--- src/keyed_directed_graph_store_macros.svh ---
// Assertion macros for the keyed directed graph store.
// No dependencies; included by the top level only.
`ifndef KEYED_DIRECTED_GRAPH_STORE_MACROS_SVH
`define KEYED_DIRECTED_GRAPH_STORE_MACROS_SVH

`ifndef NO_ASSERTIONS

// Same-cycle implication.
`define KDG_ASSERT_IMP(label, clk, rst_n, ante, cons) \
    label: assert property (@(posedge clk) disable iff (!rst_n) (ante) |-> (cons)) \
        else $error("kdg assertion failed");

// Next-cycle implication.
`define KDG_ASSERT_NXT(label, clk, rst_n, ante, cons) \
    label: assert property (@(posedge clk) disable iff (!rst_n) (ante) |=> (cons)) \
        else $error("kdg assertion failed");

`else

`define KDG_ASSERT_IMP(label, clk, rst_n, ante, cons)
`define KDG_ASSERT_NXT(label, clk, rst_n, ante, cons)

`endif

`endif

--- src/kdg_pkg.sv ---
// Shared types and constants for the keyed directed graph store.
// No dependencies; used by kdg_ctrl, kdg_dp and the top level.
package kdg_pkg;

    localparam int MAX_NODES_DEF = 16;
    localparam int KEY_BITS_DEF  = 64;

    // Fixed port widths
    localparam int KEY_W       = 64;
    localparam int KIND_W      = 3;
    localparam int SLOT_OUT_W  = 4;
    localparam int COUNT_OUT_W = 5;

    localparam logic CMD_ADD   = 1'b0;
    localparam logic CMD_QUERY = 1'b1;

    typedef enum logic [KIND_W-1:0] {
        KIND_ADDED     = 3'd0,
        KIND_EXISTS    = 3'd1,
        KIND_FULL      = 3'd2,
        KIND_NOT_FOUND = 3'd3,
        KIND_OUTGOING  = 3'd4,
        KIND_INCOMING  = 3'd5,
        KIND_DONE      = 3'd6
    } kind_t;

    // Controller -> datapath
    typedef struct packed {
        logic  load;        // latch keys, clear counters
        logic  scan_clr;    // restart the table walk
        logic  scan_run;    // walk the table one slot per cycle
        logic  tgt_b;       // compare / allocate against the destination key
        logic  take_hit;    // slot register <- matched slot
        logic  take_alloc;  // allocate next free slot for the target key
        logic  to_v;        // slot goes to v (else u)
        logic  load_row;    // copy edge row u
        logic  in_mode;     // walk edge column u instead of row copy
        logic  set_edge;    // set edge u -> v
        logic  emit;        // load output word
        kind_t emit_kind;
        logic  emit_last;
    } kdg_cmd_t;

    // Datapath -> controller
    typedef struct packed {
        logic hit;       // key read this cycle matches target
        logic drained;   // walk finished, nothing in flight
        logic room;      // a free slot exists
        logic edge_set;  // edge u -> v present
        logic nb;        // neighbor bit set for slot read this cycle
    } kdg_stat_t;

endpackage

--- src/kdg_ctrl.sv ---
// Controller FSM for the keyed directed graph store.
// Depends on kdg_pkg; drives kdg_dp through kdg_cmd_t.
module kdg_ctrl
    import kdg_pkg::*;
(
    input  logic      clk,
    input  logic      rst_n,
    input  logic      start,
    input  logic      cmd,
    input  kdg_stat_t stat,
    output kdg_cmd_t  ctl,
    output logic      busy
);

    typedef enum logic [2:0] {
        S_IDLE,
        S_SRCH_A,
        S_SRCH_B,
        S_EDGE,
        S_SRCH_Q,
        S_LOAD_ROW,
        S_OUT_SCAN,
        S_IN_SCAN
    } state_t;

    state_t state_reg, state_next;
    logic   busy_reg, busy_next;

    always_comb
    begin
        state_next = state_reg;
        ctl        = '0;
        unique case (state_reg)
            S_IDLE:
            begin
                if (start)
                begin
                    ctl.load   = 1'b1;
                    state_next = (cmd == CMD_QUERY) ? S_SRCH_Q : S_SRCH_A;
                end
            end
            S_SRCH_A, S_SRCH_B:
            begin
                ctl.scan_run = 1'b1;
                ctl.tgt_b    = (state_reg == S_SRCH_B);
                ctl.to_v     = (state_reg == S_SRCH_B);
                priority if (stat.hit)
                begin
                    ctl.take_hit = 1'b1;
                    ctl.scan_clr = 1'b1;
                    state_next   = (state_reg == S_SRCH_B) ? S_EDGE : S_SRCH_B;
                end
                else if (stat.drained)
                begin
                    if (stat.room)
                    begin
                        ctl.take_alloc = 1'b1;
                        ctl.scan_clr   = 1'b1;
                        state_next     = (state_reg == S_SRCH_B) ? S_EDGE : S_SRCH_B;
                    end
                    else
                    begin
                        ctl.emit      = 1'b1;
                        ctl.emit_kind = KIND_FULL;
                        ctl.emit_last = 1'b1;
                        state_next    = S_IDLE;
                    end
                end
                else
                begin
                    // still walking
                    state_next = state_reg;
                end
            end
            S_EDGE:
            begin
                ctl.emit      = 1'b1;
                ctl.emit_last = 1'b1;
                if (stat.edge_set)
                begin
                    ctl.emit_kind = KIND_EXISTS;
                end
                else
                begin
                    ctl.set_edge  = 1'b1;
                    ctl.emit_kind = KIND_ADDED;
                end
                state_next = S_IDLE;
            end
            S_SRCH_Q:
            begin
                ctl.scan_run = 1'b1;
                priority if (stat.hit)
                begin
                    ctl.take_hit = 1'b1;
                    ctl.scan_clr = 1'b1;
                    state_next   = S_LOAD_ROW;
                end
                else if (stat.drained)
                begin
                    ctl.emit      = 1'b1;
                    ctl.emit_kind = KIND_NOT_FOUND;
                    ctl.emit_last = 1'b1;
                    state_next    = S_IDLE;
                end
                else
                begin
                    state_next = state_reg;
                end
            end
            S_LOAD_ROW:
            begin
                ctl.load_row = 1'b1;
                state_next   = S_OUT_SCAN;
            end
            S_OUT_SCAN:
            begin
                ctl.scan_run = 1'b1;
                priority if (stat.drained)
                begin
                    ctl.scan_clr = 1'b1;
                    state_next   = S_IN_SCAN;
                end
                else if (stat.nb)
                begin
                    ctl.emit      = 1'b1;
                    ctl.emit_kind = KIND_OUTGOING;
                end
                else
                begin
                    state_next = state_reg;
                end
            end
            S_IN_SCAN:
            begin
                ctl.scan_run = 1'b1;
                ctl.in_mode  = 1'b1;
                priority if (stat.drained)
                begin
                    ctl.emit      = 1'b1;
                    ctl.emit_kind = KIND_DONE;
                    ctl.emit_last = 1'b1;
                    state_next    = S_IDLE;
                end
                else if (stat.nb)
                begin
                    ctl.emit      = 1'b1;
                    ctl.emit_kind = KIND_INCOMING;
                end
                else
                begin
                    state_next = state_reg;
                end
            end
            default:
            begin
                state_next = S_IDLE;
            end
        endcase
        busy_next = (state_next != S_IDLE);
    end

    always_ff @(posedge clk or negedge rst_n)
    begin
        if (!rst_n)
        begin
            state_reg <= S_IDLE;
            busy_reg  <= 1'b0;
        end
        else
        begin
            state_reg <= state_next;
            busy_reg  <= busy_next;
        end
    end

    assign busy = busy_reg;

endmodule

--- src/kdg_dp.sv ---
// Datapath for the keyed directed graph store: key memory, edge matrix,
// table walker and output word register. Depends on kdg_pkg.
module kdg_dp
    import kdg_pkg::*;
#(
    parameter int MAX_NODES = MAX_NODES_DEF,
    parameter int KEY_BITS  = KEY_BITS_DEF
)
(
    input  logic                   clk,
    input  logic                   rst_n,
    input  logic [KEY_W-1:0]       src_key,
    input  logic [KEY_W-1:0]       dst_key,
    input  kdg_cmd_t               ctl,
    output kdg_stat_t              stat,
    output logic                   valid,
    output logic [KIND_W-1:0]      kind,
    output logic [KEY_W-1:0]       neighbor_key,
    output logic [SLOT_OUT_W-1:0]  neighbor_slot,
    output logic [COUNT_OUT_W-1:0] succ_count,
    output logic [COUNT_OUT_W-1:0] pred_count,
    output logic                   last
);

    localparam int SLOT_W = $clog2(MAX_NODES);
    localparam int CNT_W  = $clog2(MAX_NODES + 1);
    localparam logic [CNT_W-1:0] MAX_CNT = CNT_W'(MAX_NODES);

    // Key table: undefined until written, only slots below count are read
    logic [KEY_BITS-1:0]  key_mem [MAX_NODES];
    logic [MAX_NODES-1:0] edge_reg [MAX_NODES];

    logic [KEY_BITS-1:0]  a_reg, b_reg;
    logic [CNT_W-1:0]     count_reg, scan_reg;
    logic [SLOT_W-1:0]    u_reg, v_reg;
    logic [KEY_BITS-1:0]  rd_key_reg;
    logic [SLOT_W-1:0]    rd_slot_reg;
    logic                 rd_vld_reg, rd_bit_reg;
    logic [MAX_NODES-1:0] row_reg;
    logic [CNT_W-1:0]     out_cnt_reg, in_cnt_reg;

    logic                   valid_reg;
    kind_t                  kind_reg;
    logic [KEY_W-1:0]       nkey_reg;
    logic [SLOT_OUT_W-1:0]  nslot_reg;
    logic [COUNT_OUT_W-1:0] ocnt_reg, icnt_reg;
    logic                   last_reg;

    logic [KEY_BITS-1:0]  tgt;
    logic                 issue;
    logic [SLOT_W-1:0]    scan_idx, row_addr, take_slot;
    logic [MAX_NODES-1:0] row_rd;
    logic                 nb_kind, done_kind;

    assign tgt       = ctl.tgt_b ? b_reg : a_reg;
    assign issue     = ctl.scan_run && !ctl.scan_clr && (scan_reg < count_reg);
    assign scan_idx  = scan_reg[SLOT_W-1:0];
    assign row_addr  = ctl.in_mode ? scan_idx : u_reg;
    assign row_rd    = edge_reg[row_addr];
    assign take_slot = ctl.take_hit ? rd_slot_reg : count_reg[SLOT_W-1:0];
    assign nb_kind   = (ctl.emit_kind == KIND_OUTGOING) || (ctl.emit_kind == KIND_INCOMING);
    assign done_kind = (ctl.emit_kind == KIND_DONE);

    assign stat.hit      = rd_vld_reg && (rd_key_reg == tgt);
    assign stat.drained  = !rd_vld_reg && (scan_reg == count_reg);
    assign stat.room     = (count_reg < MAX_CNT);
    assign stat.edge_set = row_rd[v_reg];
    assign stat.nb       = rd_vld_reg && rd_bit_reg;

    // Control state
    always_ff @(posedge clk or negedge rst_n)
    begin
        if (!rst_n)
        begin
            count_reg  <= '0;
            scan_reg   <= '0;
            rd_vld_reg <= 1'b0;
            valid_reg  <= 1'b0;
            for (int i = 0; i < MAX_NODES; i++)
            begin
                edge_reg[i] <= '0;
            end
        end
        else
        begin
            if (ctl.load || ctl.scan_clr)
            begin
                scan_reg   <= '0;
                rd_vld_reg <= 1'b0;
            end
            else
            begin
                if (issue)
                begin
                    scan_reg <= scan_reg + CNT_W'(1);
                end
                rd_vld_reg <= issue;
            end
            if (ctl.take_alloc)
            begin
                count_reg <= count_reg + CNT_W'(1);
            end
            if (ctl.set_edge)
            begin
                edge_reg[u_reg][v_reg] <= 1'b1;
            end
            valid_reg <= ctl.emit;
        end
    end

    // Key memory
    always_ff @(posedge clk)
    begin
        if (ctl.take_alloc)
        begin
            key_mem[count_reg[SLOT_W-1:0]] <= tgt;
        end
        if (issue)
        begin
            rd_key_reg <= key_mem[scan_idx];
        end
    end

    // Payload
    always_ff @(posedge clk)
    begin
        if (ctl.load)
        begin
            a_reg       <= src_key[KEY_BITS-1:0];
            b_reg       <= dst_key[KEY_BITS-1:0];
            out_cnt_reg <= '0;
            in_cnt_reg  <= '0;
        end
        else if (ctl.emit)
        begin
            if (ctl.emit_kind == KIND_OUTGOING)
            begin
                out_cnt_reg <= out_cnt_reg + CNT_W'(1);
            end
            if (ctl.emit_kind == KIND_INCOMING)
            begin
                in_cnt_reg <= in_cnt_reg + CNT_W'(1);
            end
        end
        if (issue)
        begin
            rd_slot_reg <= scan_idx;
            rd_bit_reg  <= ctl.in_mode ? row_rd[u_reg] : row_reg[scan_idx];
        end
        if (ctl.take_hit || ctl.take_alloc)
        begin
            if (ctl.to_v)
            begin
                v_reg <= take_slot;
            end
            else
            begin
                u_reg <= take_slot;
            end
        end
        if (ctl.load_row)
        begin
            row_reg <= row_rd;
        end
        if (ctl.emit)
        begin
            kind_reg  <= ctl.emit_kind;
            nkey_reg  <= nb_kind ? KEY_W'(rd_key_reg) : '0;
            nslot_reg <= nb_kind ? SLOT_OUT_W'(rd_slot_reg) : '0;
            ocnt_reg  <= done_kind ? COUNT_OUT_W'(out_cnt_reg) : '0;
            icnt_reg  <= done_kind ? COUNT_OUT_W'(in_cnt_reg) : '0;
            last_reg  <= ctl.emit_last;
        end
    end

    assign valid         = valid_reg;
    assign kind          = kind_reg;
    assign neighbor_key  = nkey_reg;
    assign neighbor_slot = nslot_reg;
    assign succ_count    = ocnt_reg;
    assign pred_count    = icnt_reg;
    assign last          = last_reg;

endmodule

--- src/keyed_directed_graph_store.sv ---
// Top level of the keyed directed graph store.
// Depends on kdg_pkg, kdg_ctrl, kdg_dp and keyed_directed_graph_store_macros.svh.
//
// Usage:
//   Command channel: drive cmd/src_key/dst_key with start high; the word is
//   taken at a clock edge where start is high and busy is low. busy rises the
//   cycle after and falls in the cycle the last result word is shown.
//   Result channel: each word is on kind..last for exactly one cycle with
//   valid high. The receiver cannot stall; results are never held back.
//   An add-edge command gives one word (added, exists or full), last = 1.
//   A query gives not-found, or the outgoing neighbors, the incoming
//   neighbors (both in slot order) and a done word carrying both counts.
// Sequence:
//   Every key search walks the key memory one slot a cycle through a
//   registered read port. Add-edge: two searches plus the edge update.
//   Query: search, row load and two full walks. The last word shows in
//   the cycle busy drops. One command at a time; the next may start in
//   the last result's cycle.
// Reset: node count and the edge matrix are cleared at once; the key
//   memory needs no clearing since only allocated slots are read.
`include "keyed_directed_graph_store_macros.svh"

module keyed_directed_graph_store
    import kdg_pkg::*;
#(
    parameter int MAX_NODES = MAX_NODES_DEF,
    parameter int KEY_BITS  = KEY_BITS_DEF
)
(
    input  logic                   clk,
    input  logic                   rst_n,
    input  logic                   start,
    output logic                   busy,
    input  logic                   cmd,
    input  logic [KEY_W-1:0]       src_key,
    input  logic [KEY_W-1:0]       dst_key,
    output logic                   valid,
    output logic [KIND_W-1:0]      kind,
    output logic [KEY_W-1:0]       neighbor_key,
    output logic [SLOT_OUT_W-1:0]  neighbor_slot,
    output logic [COUNT_OUT_W-1:0] succ_count,
    output logic [COUNT_OUT_W-1:0] pred_count,
    output logic                   last
);

    kdg_cmd_t  ctl;
    kdg_stat_t stat;
    logic      nb_word;

    // Sequencer: search, allocate, edge update, neighbor walks
    kdg_ctrl u_ctrl (
        .clk   (clk),
        .rst_n (rst_n),
        .start (start),
        .cmd   (cmd),
        .stat  (stat),
        .ctl   (ctl),
        .busy  (busy)
    );

    // Storage and the output word register
    kdg_dp #(
        .MAX_NODES (MAX_NODES),
        .KEY_BITS  (KEY_BITS)
    ) u_dp (
        .clk           (clk),
        .rst_n         (rst_n),
        .src_key       (src_key),
        .dst_key       (dst_key),
        .ctl           (ctl),
        .stat          (stat),
        .valid         (valid),
        .kind          (kind),
        .neighbor_key  (neighbor_key),
        .neighbor_slot (neighbor_slot),
        .succ_count    (succ_count),
        .pred_count    (pred_count),
        .last          (last)
    );

    // Word kind is one of the neighbor list kinds
    assign nb_word = (kind == KIND_OUTGOING) || (kind == KIND_INCOMING);

    // Final word of a command coincides with the block going idle
    `KDG_ASSERT_IMP(a_last_idle, clk, rst_n, valid && last, !busy)
    // More words pending means the command is still running
    `KDG_ASSERT_IMP(a_more_busy, clk, rst_n, valid && !last, busy)
    // Neighbor list words are never the final word
    `KDG_ASSERT_IMP(a_nb_not_last, clk, rst_n, valid && nb_word, !last)
    // An accepted command keeps the block busy
    `KDG_ASSERT_NXT(a_accept_busy, clk, rst_n, start && !busy, busy)

endmodule
--- config.mk ---
export PLATFORM = sky130hd
export DESIGN_NAME = keyed_directed_graph_store
export DESIGN_NICKNAME = d
export VERILOG_FILES = /design/src/kdg_pkg.sv /design/src/kdg_ctrl.sv /design/src/kdg_dp.sv /design/src/keyed_directed_graph_store.sv
export VERILOG_INCLUDE_DIRS = /design/src /design/src/src
export SDC_FILE = /design/constraint.sdc
export NUM_CORES = 2
export LEC_CHECK = 0
export BUFFER_PORTS_ARGS = -buffer_cell sky130_fd_sc_hd__clkbuf_2
export CORE_MARGIN = 8
export CORE_UTILIZATION = 35
export DETAILED_ROUTE_END_ITERATION = 6
export GPL_ROUTABILITY_DRIVEN = 1
export PLACE_DENSITY_LB_ADDON = 0.3
export SKIP_CTS_REPAIR_TIMING = 1
export SLEW_MARGIN = 0
export SYNTH_ARGS = -nofsm -noshare
export SYNTH_HDL_FRONTEND = slang
export SYNTH_SLANG_ARGS = --single-unit
--- constraint.sdc ---
create_clock -name clk -period 8.31 [get_ports clk]
set_input_delay 1.662 -clock clk [delete_from_list [all_inputs] [get_ports clk]]
set_output_delay 1.662 -clock clk [all_outputs]
set_load 0.005 [all_outputs]
# Yosys cells after proc, flatten, opt, wreduce, memory -nomap -nowiden
# Memories as Yosys holds them, arrays and structs flattened. A register that Yosys moved wholly into a read port is not among the register bits.
# Cells that the tools add are included.
# word_totals
memories	1
output_inout_bits	84
inputBits	132
mem_bits_rw	1024
regBits	521
word_cells	150
# classes
order_cmp	9
addsub	4
reduce_logical	22
mux	61
n_bitwise	4
n_eq_ne	12
# mem_list
memory	depth	width	rd	rd_ports_with_merged_regs	wr	line	source
u_dp.key_mem	16	64	1	1	1	kdg_dp.sv:30	logic [KEY_BITS-1:0] key_mem [MAX_NODES];
# ops
operator	count
$or A256 B256 Y256	1
$bmux W16 S4	1
$demux W16 S4	1
$eq A64 B64 Y1	1
$mux W64	1
$mux W16	3
$mux W5	7
$mux W1	25
$mux W3	8
$mux W4	6
$eq A3 B3 Y1 const B	7
$pmux W3 S7	1
$add A5 B1 Y5 const B	4
$pmux W4 S5	1
$lt A4 B5 Y1 const B	3
$bmux W1 S4	3
$ge A5 B5 Y1 const B	2
$not A4 Y5	2
$reduce_and A2 Y1	4
$logic_and A1 B1 Y1	7
$eq A3 B2 Y1 const B	2
$eq A5 B5 Y1	1
$lt A5 B1 Y1 const B	1
$lt A5 B5 Y1	1
16 further kinds	19

# Depth between registers and ports, before layout
# depth
word_depth	13
depth_mapped	15
ltp_nobuf	9

# Hierarchy
# A second synthesis with hierarchy kept.
# unflattened
cells_unflattened	3303
hier_area_um2	62942.9
# by_module_without_submodules
module	area_each_um2	seq_area_each_um2	instances	cells_each
kdg_dp	62448.6	46754.8	1	3238
kdg_ctrl	494.2	100.1	1	65

# Least setup slack after synthesis
# Ideal clock, no wire load.
# synth_timing
path_type	flip-flop to flip-flop
from	register u_dp.scan_reg[0]
to	memory u_dp.key_mem[3][0] (netlist name), enable pin
path_slack_ns	0.155
arrival_time_ns	7.591
setup_time_ns	0.564
path_stages_with_launch	11
required_time_ns	7.746
synth_period_minus_slack_ns	8.155
path_buffers	4
cell_sequence	dfrtp_1 > buf_2 > buf_2 > buf_2 > inv_1 > ha_1 > or3b_2 > clkbuf_1 > nor4_1 > nand2_1 > nor3_1
# synth_between
elab_chain_len	7
# synth_lines
element	line	source
start: declaration	kdg_dp.sv:34	logic [CNT_W-1:0] count_reg, scan_reg;
start signal: assignment	kdg_dp.sv:95	scan_reg <= scan_reg + CNT_W'(1);
$eq A5 B5 Y1	kdg_dp.sv:65	assign stat.drained = !rd_vld_reg && (scan_reg == count_reg);
$logic_and A1 B1 Y1	kdg_dp.sv:65	
$mux W1	kdg_ctrl.sv:53	else if (stat.drained)
$mux W1	kdg_ctrl.sv:47	priority if (stat.hit)
$mux W2	kdg_ctrl.sv:33	unique case (state_reg)
$mux W1	kdg_dp.sv:114	if (ctl.take_alloc)
$mux W1 (implied by the code)	kdg_dp.sv:116	key_mem[count_reg[SLOT_W-1:0]] <= tgt;
end: declaration	kdg_dp.sv:30	
# Every way passes these cells.

# Worst setup path after layout
# layout_timing
from	register u_ctrl.state_reg[1]
to	register u_dp.rd_key_reg[37] (read register of u_dp.key_mem), enable pin
# layout_between
elab_chain_len	11
elab_cells_between_ends	18
classes_between	6 x eq/ne; 6 x mux; 6 x reduce/logical
# layout_lines
element	line	source
start: declaration	kdg_ctrl.sv:26	state_t state_reg, state_next;
start signal: assignment	kdg_ctrl.sv:172	state_reg <= state_next;
$eq A3 B1 Y1 or $eq A3 B2 Y1 (tied branches)	kdg_ctrl.sv:33, kdg_ctrl.sv:45	
$reduce_or A2 Y1	kdg_ctrl.sv:33	
$mux W1 *	kdg_ctrl.sv:33	
$mux W64 *	kdg_dp.sv:55	assign tgt = ctl.tgt_b ? b_reg : a_reg;
via u_dp.tgt[28]	kdg_dp.sv:49	logic [KEY_BITS-1:0] tgt;
$eq A64 B64 Y1 *	kdg_dp.sv:64	assign stat.hit = rd_vld_reg && (rd_key_reg == tgt);
$logic_and A1 B1 Y1 *	kdg_dp.sv:64	
$mux W1 (on tied branches)	kdg_ctrl.sv:93, kdg_ctrl.sv:47	
$pmux W1 S3 *	kdg_ctrl.sv:33	
$logic_not A1 Y1 *	kdg_dp.sv:56	assign issue = ctl.scan_run && !ctl.scan_clr && (scan_reg < count_reg);
$logic_and A1 B1 Y1 * (2 in a row)	kdg_dp.sv:56	
via u_dp.issue	kdg_dp.sv:50	logic issue;
end: declaration	kdg_dp.sv:36	logic [KEY_BITS-1:0] rd_key_reg;
# The timed path passes the listed nets; every way through them passes the cells marked *.
# A chain may end at the register's enable or synchronous reset.

==> impl_metrics.yaml <==
power_and_ir_drop:
  pwr-share-clk_pct: 46.4
  power.ir.vdd_worst_uv: 153
  finalPower_mw: 16.2
  ratio_of_total_power_to_cell_area_nw_per_um2: 217
  power.internal_mw: 12.9
  p_leak_nw: 26.5
  power_frac_comb_pct: 0.4
  power.sequential.fraction_pct: 53.2
  power_switching_share_pct: 20.2
  power_switching_mw: 3.28
clock_network:
  clk-insertion-delay-late_ns: 0.81
  clock_sinks: 1609
  clkSlewWorstSetupHoldPaths_ns: 0.06
  htree_num_levels: 4
  cts_tree: "built"
  clock_tree.root_cell: "sky130_fd_sc_hd__clkbuf_16"
  max_buffers_root_to_sink: 3
  tritoncts_buffer_count: 171
global_route:
  global_route.usage.met1_pct: 23.2
  gr-total-overflow: 0
  grt_start_max_net_pins: 179
  gr-usage-met3_pct: 2.84
  gr-usage-all-layers_pct: 17.7
  grt-busiest-layer: "met2"
  grt_pass1_vias: 35600
  grtUsageMet2_pct: 30.1
  antenna_found_initial: 8
  grt_first_pass_wirelength_um: 259000
critical_path:
  cp_cell_sequence: "nor3b_2 > buf_12 > buf_4 > mux2_2 > xor2_1 > nor4_1 > nand4_1 > nor4_2 > nor2_1 > o31ai_2 > nor2b_4 > buf_4 > buf_4"
  reg2reg_slack_ns: 1.74
  critical_path_s_most_frequent_cell: "sky130_fd_sc_hd__buf_4"
  path_class: "reg -> reg"
  cp.required_ns: 8.76
  timing.critical_path.fanout_max: 54
  worstRegToRegCells: 13
  setup.worst_path.start_class: "flop"
  cp_slowest_stage_delay_ns: 0.76
  timing.rr.end: "u_dp.rd_key_reg[37]$_DFFE_PP_"
  regToRegStartpoint: "u_ctrl.state_reg[1]$_DFF_PN0_"
  cp-end-kind: "flop"
  worst_ep_arrival_time_ns: 7.02
  critical_path.slowest_cell: "sky130_fd_sc_hd__dfrtp_1"
sta:
  finalMaxSlewViolations: 0
  worst_slew_pin_slew_ns: 1.29
  fin_skew_ns: 0.0565
  fmax_mhz: 152
  worst_slew_margin_rel_pct: 13.6
  worst_hold_slack_ns: 0.456
  setup_viol: 0
  layout_worst_path_cycle_share_pct: 79.1
  final_report_hold_violation_count: 0
  period_minus_slack_ns: 6.57
  total_neg_setup_slack_ns: 0
  rsz0062_at_grt: "false"
floorplan:
  fp.coreArea_sq_um: 185000
  initial_core_util_pct: 35.1
  floorplan_die_area_sq_um: 199000
  die_h_um: 446
  total_i_o_pin_count: 216
  rows: 158
  chip_width_um: 446
yosys:
  synth_top_area_share_pct: 61.5
  synth-edff-count: 1327
  average_instance_area_after_synthesis_sq_um: 18.9
  muxShareOfSynthArea_pct: 15.7
  yosys_warnings: 0
  ys_types: 70
  synth_fp_nets: 3568
  postSynth.asyncResetShare_pct: 16.9
  yosys.area_share.xor_xnor_pct: 1.04
  yosys.area.top_type: "sky130_fd_sc_hd__edfxtp_1"
  dominant_combinational_cell_family_by_area_after_synthesis: "multiplexers"
  synthAdderAreaFrac_pct: 0.232
  synth_simple_gate_area_share_pct: 3.52
  ys_ff_latch: 1609
  post_synthesis_sequential_area_ratio_pct: 72.3
  synth_ff_type: "sky130_fd_sc_hd__edfxtp_1"
  synth.cell_area_sq_um: 64800
  compound_gate_portion_of_the_synthesized_area_pct: 5.44
  synth_top_cells_by_area: "sky130_fd_sc_hd__edfxtp_1 61%, sky130_fd_sc_hd__mux4_2 12%, sky130_fd_sc_hd__dfrtp_1 10%, sky130_fd_sc_hd__o21bai_1 2.1%, sky130_fd_sc_hd__mux2i_1 1.6%"
  synthCells: 3424
layout:
  multi_input_area_sq_um: 17000
  fill_cells: 16500
  sequential_cell_area_sq_um: 46900
  design.final.nets: 3844
  final_layout_size_suffix_gt1_share_pct: 27.6
  number_of_flip_flops_in_the_largest_register: 1024
  areaGrowthSynthToFinish_pct: 15.1
place:
  globalplace.congestion: 0.846
  port_buffers: 215
  dp_hpwl_um: 106000
drt:
  detail-route-antenna-nets: 0
  routed_wl_um: 179000
  wl_per_cell_um: 28.4
  first_iter_violations: 3742
  drc_errors: 0
  dr.pass1.iters: 5
  detail_route.vias_per_cell: 5.45
  route.vias.total: 34500
worst_hold_path:
  min_to: "u_dp.edge_reg[16]$_DFFE_PN0P_"
  min_from: "u_dp.edge_reg[16]$_DFFE_PN0P_"
  timing.hold.worst_path_depth: 2
  worst_hold_path_type: "reg -> reg"
flow_run:
  drv_cap: 0
run_status:
  outcome: "finished, final reports clean"
## worst max path at each step
stage	from	to	slack, ns	depth (start not counted)
global placement	u_ctrl.state_reg[1]$_DFF_PN0_	u_dp.rd_key_reg[44]$_DFFE_PP_	2.10	13
detailed placement	u_ctrl.state_reg[1]$_DFF_PN0_	u_dp.rd_key_reg[44]$_DFFE_PP_	1.91	13
global route	u_ctrl.state_reg[1]$_DFF_PN0_	u_dp.rd_key_reg[37]$_DFFE_PP_	1.63	13
floorplan	u_dp.scan_reg[0]$_DFFE_PN0P_	u_dp.key_mem[3][0]$_DFFE_PP_	0.16	10
CTS	u_ctrl.state_reg[1]$_DFF_PN0_	u_dp.rd_key_reg[38]$_DFFE_PP_	1.88	13
finish	u_ctrl.state_reg[1]$_DFF_PN0_	u_dp.rd_key_reg[37]$_DFFE_PP_	1.74	13
## through the flow
stage          instances  area (sq um)  setup WS [ns]  utilization, %
3_5_place_dp        6007         69100           1.91            37.4
2_1_floorplan       3424         64800          0.155               -
6_report            6321         74600           1.74            40.4
4_1_cts             6319         74600           1.88            40.4
5_1_grt             6319         74600           1.63            40.4
3_3_place_gp        6007         69100           2.10            37.4
## power by group through the flow
stage | Sequential (mW) | Combinational (mW) | Clock, mW
final | 8.63 | 0.0601 | 7.52
after global routing | 8.63 | 0.0688 | 7.99
after CTS | 8.63 | 0.0631 | 7.67
after global placement | 8.80 | 0.0618 | 0
after floorplan | 8.80 | 0.000106 | 0
after detailed placement | 8.80 | 0.0629 | 0
## cells in the mapped netlist (7+ instances only)
| cell type | instances |
|---|---|
| sky130_fd_sc_hd__dfxtp_1 | 10 |
| sky130_fd_sc_hd__o2bb2ai_1 | 7 |
| sky130_fd_sc_hd__dfrtp_1 | 272 |
| sky130_fd_sc_hd__a221oi_1 | 8 |
| sky130_fd_sc_hd__a32oi_1 | 10 |
| sky130_fd_sc_hd__o21ai_0 | 47 |
| sky130_fd_sc_hd__nor4_1 | 37 |
| sky130_fd_sc_hd__mux4_2 | 359 |
| sky130_fd_sc_hd__ha_1 | 12 |
| sky130_fd_sc_hd__nand4_1 | 21 |
| sky130_fd_sc_hd__nor2_1 | 63 |
| sky130_fd_sc_hd__nand2b_1 | 9 |
| sky130_fd_sc_hd__a211oi_1 | 23 |
| sky130_fd_sc_hd__and3_1 | 16 |
| sky130_fd_sc_hd__buf_2 | 62 |
| sky130_fd_sc_hd__mux2_2 | 92 |
| sky130_fd_sc_hd__edfxtp_1 | 1327 |
| sky130_fd_sc_hd__a2111oi_0 | 10 |
| sky130_fd_sc_hd__xor2_1 | 69 |
| sky130_fd_sc_hd__inv_1 | 31 |
| sky130_fd_sc_hd__nor3_1 | 22 |
| sky130_fd_sc_hd__clkbuf_1 | 96 |
| sky130_fd_sc_hd__o21bai_1 | 184 |
| sky130_fd_sc_hd__buf_1 | 22 |
| sky130_fd_sc_hd__nand3_1 | 21 |
| sky130_fd_sc_hd__mux2i_1 | 106 |
| sky130_fd_sc_hd__o211ai_1 | 11 |
| sky130_fd_sc_hd__a41o_1 | 65 |
| sky130_fd_sc_hd__buf_6 | 17 |
| sky130_fd_sc_hd__and2_1 | 71 |
| sky130_fd_sc_hd__nand2_1 | 167 |
| sky130_fd_sc_hd__buf_4 | 14 |
| sky130_fd_sc_hd__xnor2_1 | 8 |
| sky130_fd_sc_hd__a21oi_1 | 57 |
## per-layer routing
layer,share of wire [%],vias to the layer above
li1,-,14500
met2,50,1300
met5,0,-
met1,40,18400
met4,3.4,0
met3,6.0,311
## cell usage in the layout (no fill, tap or decap), types with 9 or more instances in the layout
cell                         count
sky130_fd_sc_hd__edfxtp_1     1327
sky130_fd_sc_hd__mux4_2        359
sky130_fd_sc_hd__dfrtp_1       268
sky130_fd_sc_hd__clkbuf_2      214
sky130_fd_sc_hd__o21bai_1      184
sky130_fd_sc_hd__clkbuf_16     174
sky130_fd_sc_hd__nand2_1       167
sky130_fd_sc_hd__mux2i_1       106
sky130_fd_sc_hd__mux2_2         92
sky130_fd_sc_hd__buf_4          91
sky130_fd_sc_hd__and2_1         71
sky130_fd_sc_hd__xor2_1         69
sky130_fd_sc_hd__a41o_1         65
sky130_fd_sc_hd__a21oi_1        56
sky130_fd_sc_hd__o21ai_0        47
sky130_fd_sc_hd__nor2_1         46
sky130_fd_sc_hd__clkbuf_1       40
sky130_fd_sc_hd__nor4_1         37
sky130_fd_sc_hd__clkinv_1       33
sky130_fd_sc_hd__inv_1          31
sky130_fd_sc_hd__a211oi_1       23
sky130_fd_sc_hd__nand4_1        21
sky130_fd_sc_hd__nand3_1        20
sky130_fd_sc_hd__clkinv_2       19
sky130_fd_sc_hd__nor2_4         14
sky130_fd_sc_hd__and3_1         14
sky130_fd_sc_hd__nor3_1         13
sky130_fd_sc_hd__ha_1           12
sky130_fd_sc_hd__o211ai_1       11
sky130_fd_sc_hd__a2111oi_0      10
sky130_fd_sc_hd__a32oi_1        10
sky130_fd_sc_hd__clkbuf_8       10
sky130_fd_sc_hd__clkinvlp_4     10
sky130_fd_sc_hd__bufinv_16      10
sky130_fd_sc_hd__dfxtp_1        10
sky130_fd_sc_hd__nor3_2          9
## logic make-up (layout without fill, tap and decap cells)
kind of cell / Yosys count / in the layout
flip-flops: 1609 / 1609
multiplexers: 557 / 557
AO/OA/AOI/OAI: 469 / 469
AND/OR/NAND/NOR: 457 / 457
buffers and inverters: 243 / 658
XOR/XNOR: 77 / 77
adder cells (fa/ha/maj): 12 / 12
other: 0 / 2
## worst max-delay path, delay by kind of cell (launching register included)
kind	cells	cell delay, ns
and+or+nand+nor	6	2.29
buffers and inverters	4	1.60
DFF	1	0.76
AOI/OAI and AO/OA	1	0.65
muxes	1	0.51
xor gates and xnor gates	1	0.24
## cell type report
type                       count  area share (%)
multi-input combinational   1572            22.8
timing repair buffer         314            2.59
tap                         2480            4.16
clock buffer                 224            6.22
antenna                        2         0.00671
sequential                  1609            62.8
inverter                      32           0.161
clock inverter                88            1.21
(Power assumes the default switching activity.)
